<file path="src/sv/mf3_pkg.sv">
package mf3_pkg;

  // one color channel
  typedef logic [7:0] chan_t;

  // pixel, red in the lowest byte so it maps straight onto tdata
  typedef struct packed {
    chan_t blue;
    chan_t green;
    chan_t red;
  } pixel_t;

  // entry of the output queue
  typedef struct packed {
    logic   last;
    pixel_t pix;
  } out_item_t;

  // register map, selected by paddr[2]
  localparam logic REG_IMAGE_WIDTH  = 1'b0;
  localparam logic REG_IMAGE_HEIGHT = 1'b1;

  localparam int WIDTH_BITS   = 12;
  localparam int HEIGHT_BITS  = 13;
  localparam int WIDTH_RESET  = 640;
  localparam int HEIGHT_RESET = 480;
  localparam int HEIGHT_LIMIT = 4096;

  // output queue
  localparam int OUT_DEPTH = 4;
  localparam int PTR_W     = $clog2(OUT_DEPTH);
  localparam int CNT_W     = $clog2(OUT_DEPTH + 1);

  localparam chan_t CHAN_MAX = 8'hFF;

endpackage

</file>
<file path="src/sv/mf3_median9.sv">
module mf3_median9
  import mf3_pkg::*;
(
  input  logic [8:0][7:0] vals,
  output chan_t           med
);

  chan_t v [9];

  // compare-exchange: {min, max}
  function automatic logic [15:0] cx(input chan_t a, input chan_t b);
    cx = (a > b) ? {b, a} : {a, b};
  endfunction

  // 19-exchange median-of-nine network
  always_comb begin
    for (int i = 0; i < 9; i++) begin
      v[i] = vals[i];
    end
    {v[1], v[2]} = cx(v[1], v[2]);
    {v[4], v[5]} = cx(v[4], v[5]);
    {v[7], v[8]} = cx(v[7], v[8]);
    {v[0], v[1]} = cx(v[0], v[1]);
    {v[3], v[4]} = cx(v[3], v[4]);
    {v[6], v[7]} = cx(v[6], v[7]);
    {v[1], v[2]} = cx(v[1], v[2]);
    {v[4], v[5]} = cx(v[4], v[5]);
    {v[7], v[8]} = cx(v[7], v[8]);
    {v[0], v[3]} = cx(v[0], v[3]);
    {v[5], v[8]} = cx(v[5], v[8]);
    {v[4], v[7]} = cx(v[4], v[7]);
    {v[3], v[6]} = cx(v[3], v[6]);
    {v[1], v[4]} = cx(v[1], v[4]);
    {v[2], v[5]} = cx(v[2], v[5]);
    {v[4], v[7]} = cx(v[4], v[7]);
    {v[4], v[2]} = cx(v[4], v[2]);
    {v[6], v[4]} = cx(v[6], v[4]);
    {v[4], v[2]} = cx(v[4], v[2]);
  end

  assign med = v[4];

endmodule

</file>
<file path="config.mk">
export PLATFORM = sky130hd
export DESIGN_NAME = mf3_median9
export DESIGN_NICKNAME = d
export VERILOG_FILES = /design/src/sv/mf3_pkg.sv /design/src/sv/mf3_median9.sv
export SDC_FILE = /design/constraint.sdc
export NUM_CORES = 1
export LEC_CHECK = 0
export ABC_AREA = 1
export BUFFER_PORTS_ARGS = -buffer_cell sky130_fd_sc_hd__buf_2
export CAP_MARGIN = 10
export CELL_PAD_IN_SITES_DETAIL_PLACEMENT = 0
export CELL_PAD_IN_SITES_GLOBAL_PLACEMENT = 1
export CORE_ASPECT_RATIO = 1.2
export CORE_MARGIN = 4
export CORE_UTILIZATION = 38
export DETAILED_ROUTE_END_ITERATION = 8
export PLACE_DENSITY_LB_ADDON = 0.2
export SYNTH_ARGS = -nofsm -noshare
export SYNTH_HDL_FRONTEND = slang
export SYNTH_SLANG_ARGS = --single-unit
</file>
<file path="constraint.sdc">
create_clock -name vclk -period 20.5
set_clock_uncertainty 0.05 [all_clocks]
set_input_delay 4.1 -clock vclk [all_inputs]
set_output_delay 4.1 -clock vclk [all_outputs]
set_load 0.005 [all_outputs]
</file>
==> metrics.md <==
| Metric | Value |
|---|---|
| Cell Area, Synth | `6270 um^2` |
| FF/Latch Area | `0 um^2` |
| Starting Density | `0.387` |
| Final sequential cell count | `0` |
| Post-route minimum period | `19.98 ns` |
| Worst endpoint data arrival time | `15.83 ns` |
| Synth Area in XOR/XNOR | `0` |
| Post-synthesis compound-gate area fraction | `0.267` |
| Worst Path Required | `16.35 ns` |
| Post-Synthesis Cells | `roughly 1,100` |
| Hold WS | `9.05 ns` |
| Commonest non-fill, non-tap cells in the layout | `333 x nand2_1, 158 x o21ai_0, 145 x ha_1, 116 x inv_1, 80 x buf_2` |
| Maxcap violations | `0` |
| Die Span Y | `about 150 um` |
| Post-synthesis adder-cell area fraction | `0.293` |
| Simple-Gate Fraction of Synth Area | `0.339` |
| Largest family of logic cells by synthesized area | `simple AND/OR/NAND/NOR gates` |
| Mux cell area share after synthesis | `0` |
| Fin crit share | `0.975` |
| Most common cell after layout, fill and taps aside | `nand2_1` |
| Worst Hold Class | `input port to primary output` |
| Synth-to-Final Area Change | `21.4%` |
| Layout cells sized above 1 | `0.217` |
| Outcome | `complete, no violations` |
| Slowest cell on the critical path | `ha_1` |
| Post-synthesis area per instance | `5.66 um^2` |
| Final setup violation count | `0` |
| Pre-antenna DRT Iters | `5` |
| # diodes | `0` |
| Hold Crit Depth | `8` |
| CP dominant cell by count | `nand2_1` |
| Gr usage total | `0.188` |
| Vias | `7,179` |
| Seq/Total Area, Yosys | `0` |
| Io pins | `80` |
| DP Wirelength | `16,300 um` |
| Ys Warns | `0` |
| Crit Path Max Fanout | `13` |
| Port buffer count | `80` |
| Core footprint | `16,200 um^2` |
| Final hold vios | `0` |
| Worst Tran Pin Value | `0.901 ns` |
| Final Util | `0.470` |
| Worst setup EP type | `primary output` |
| Slew Limit Fails | `0` |
| Largest stage delay on the critical path | `0.33 ns` |
| Rel. slew slack | `0.400` |
| Routability congestion estimate | `0.912` |
| Layout Nets | `~1,400` |
| DRC Markers | `0` |
| Drt wl/cell | `around 13 um` |
| Layout fillers | `around 1,800` |
| GRT overflow | `0` |
| Netlist cell types | `33` |
| Die width | `125 um` |
| Drt initial violations | `298` |
| Num rows | `around 50` |
| Worst Path Class, Setup | `input port to primary output` |
| Syn_nets | `~1,300` |
| DRT antenna net count | `0` |
| Layout clock buffer count | `0` |
| DR vias/cell | `between 4 and 5` |
| Initial antenna violation count | `0` |
| Final wirelength | `19,100 um` |
| Vias in the first global route | `6,542` |
| Pin count of the biggest net entering global routing | `33` |
| Die area | `18,600 um^2` |
| Global-route wire length before repair | `30,000 um` |
| Max Fclk | `roughly 50 MHz` |
| Startpoint Class | `input port` |
## Yosys cell counts (2+ instances only)
master | instances | area, um^2
inv_2 | 7 | 26.3
o21ai_2 | 15 | 131
nand4_2 | 2 | 25.0
o21ai_0 | 182 | 911
nor4_1 | 2 | 12.5
nand4_1 | 5 | 31.3
clkbuf_1 | 23 | 86.3
inv_1 | 121 | 454
nand3_2 | 7 | 70.1
nor2_1 | 46 | 173
buf_2 | 5 | 25.0
a211oi_1 | 12 | 90.1
nand2_4 | 5 | 56.3
nor2_2 | 3 | 18.8
o211ai_1 | 4 | 30.0
nand3_1 | 32 | 160
buf_1 | 4 | 15.0
nand2_2 | 32 | 200
a21o_1 | 2 | 15.0
a21oi_1 | 63 | 315
nand2_1 | 336 | 1260
o21ai_1 | 22 | 110
o31ai_1 | 2 | 15.0
ha_1 | 147 | 1840
or2_1 | 7 | 43.8
or2_2 | 2 | 12.5
a32oi_1 | 5 | 43.8
and2_1 | 10 | 62.6
## timing repair
| action | CTS | global route |
|---|---|---|
| gates resized for setup | 8 | 79 |
| hold buffers | 0 | 0 |
| cloned | 0 | 9 |
| buffers inserted | 0 | 19 |
| endpoints found under the setup margin | 8 | 8 |
| pin swaps | 0 | 27 |
## cell type report
cell class         instances  area (um^2)  area share
repair inverters           6         40.0     0.00526
well taps                212          265      0.0348
inverters                130          500      0.0657
repair buffers           140          851       0.112
multi-input cells        948         5960       0.782
## stage by stage
stage          setup TNS (ns)  setup slack [ns]  area [um^2]  cells
6_report                    0             0.520         7610   1436
5_1_grt                 -2.08            -0.299         7610   1436
4_1_cts                     0           0.00613         7130   1408
3_5_place_dp            -3.28            -0.483         7110   1408
3_3_place_gp            -2.68            -0.409         7110   1408
2_1_floorplan               0             0.219         6270   1108
## layer usage
metal  vias up  track usage  wire length [um]
met5         -            0                 0
met4         0       0.0412               611
met3        27      0.00395               320
met2        94        0.353              9270
met1      3093        0.240              8880
li1       3965            -                 -
## critical path: cells and delay by family
family          cells  cell delay [ns]
simple gates       36             4.31
compound gates     19             3.09
fa+ha+maj           9             2.59
buf+inv            13             1.70
## logic make-up after synthesis
group / count (synthesis)
AO/OA/AOI/OAI: 309
AND/OR/NAND/NOR: 489
adder cells (fa/ha/maj): 147
buffers and inverters: 163
## worst paths after layout
path,endpoint,startpoint,slack (ns)
max,med[1],vals[47],0.52
min,med[7],vals[55],9.05
Power is left out: the tool's default activity adds up to more than one toggle a clock period on the data nets, which glitch-free logic cannot reach.
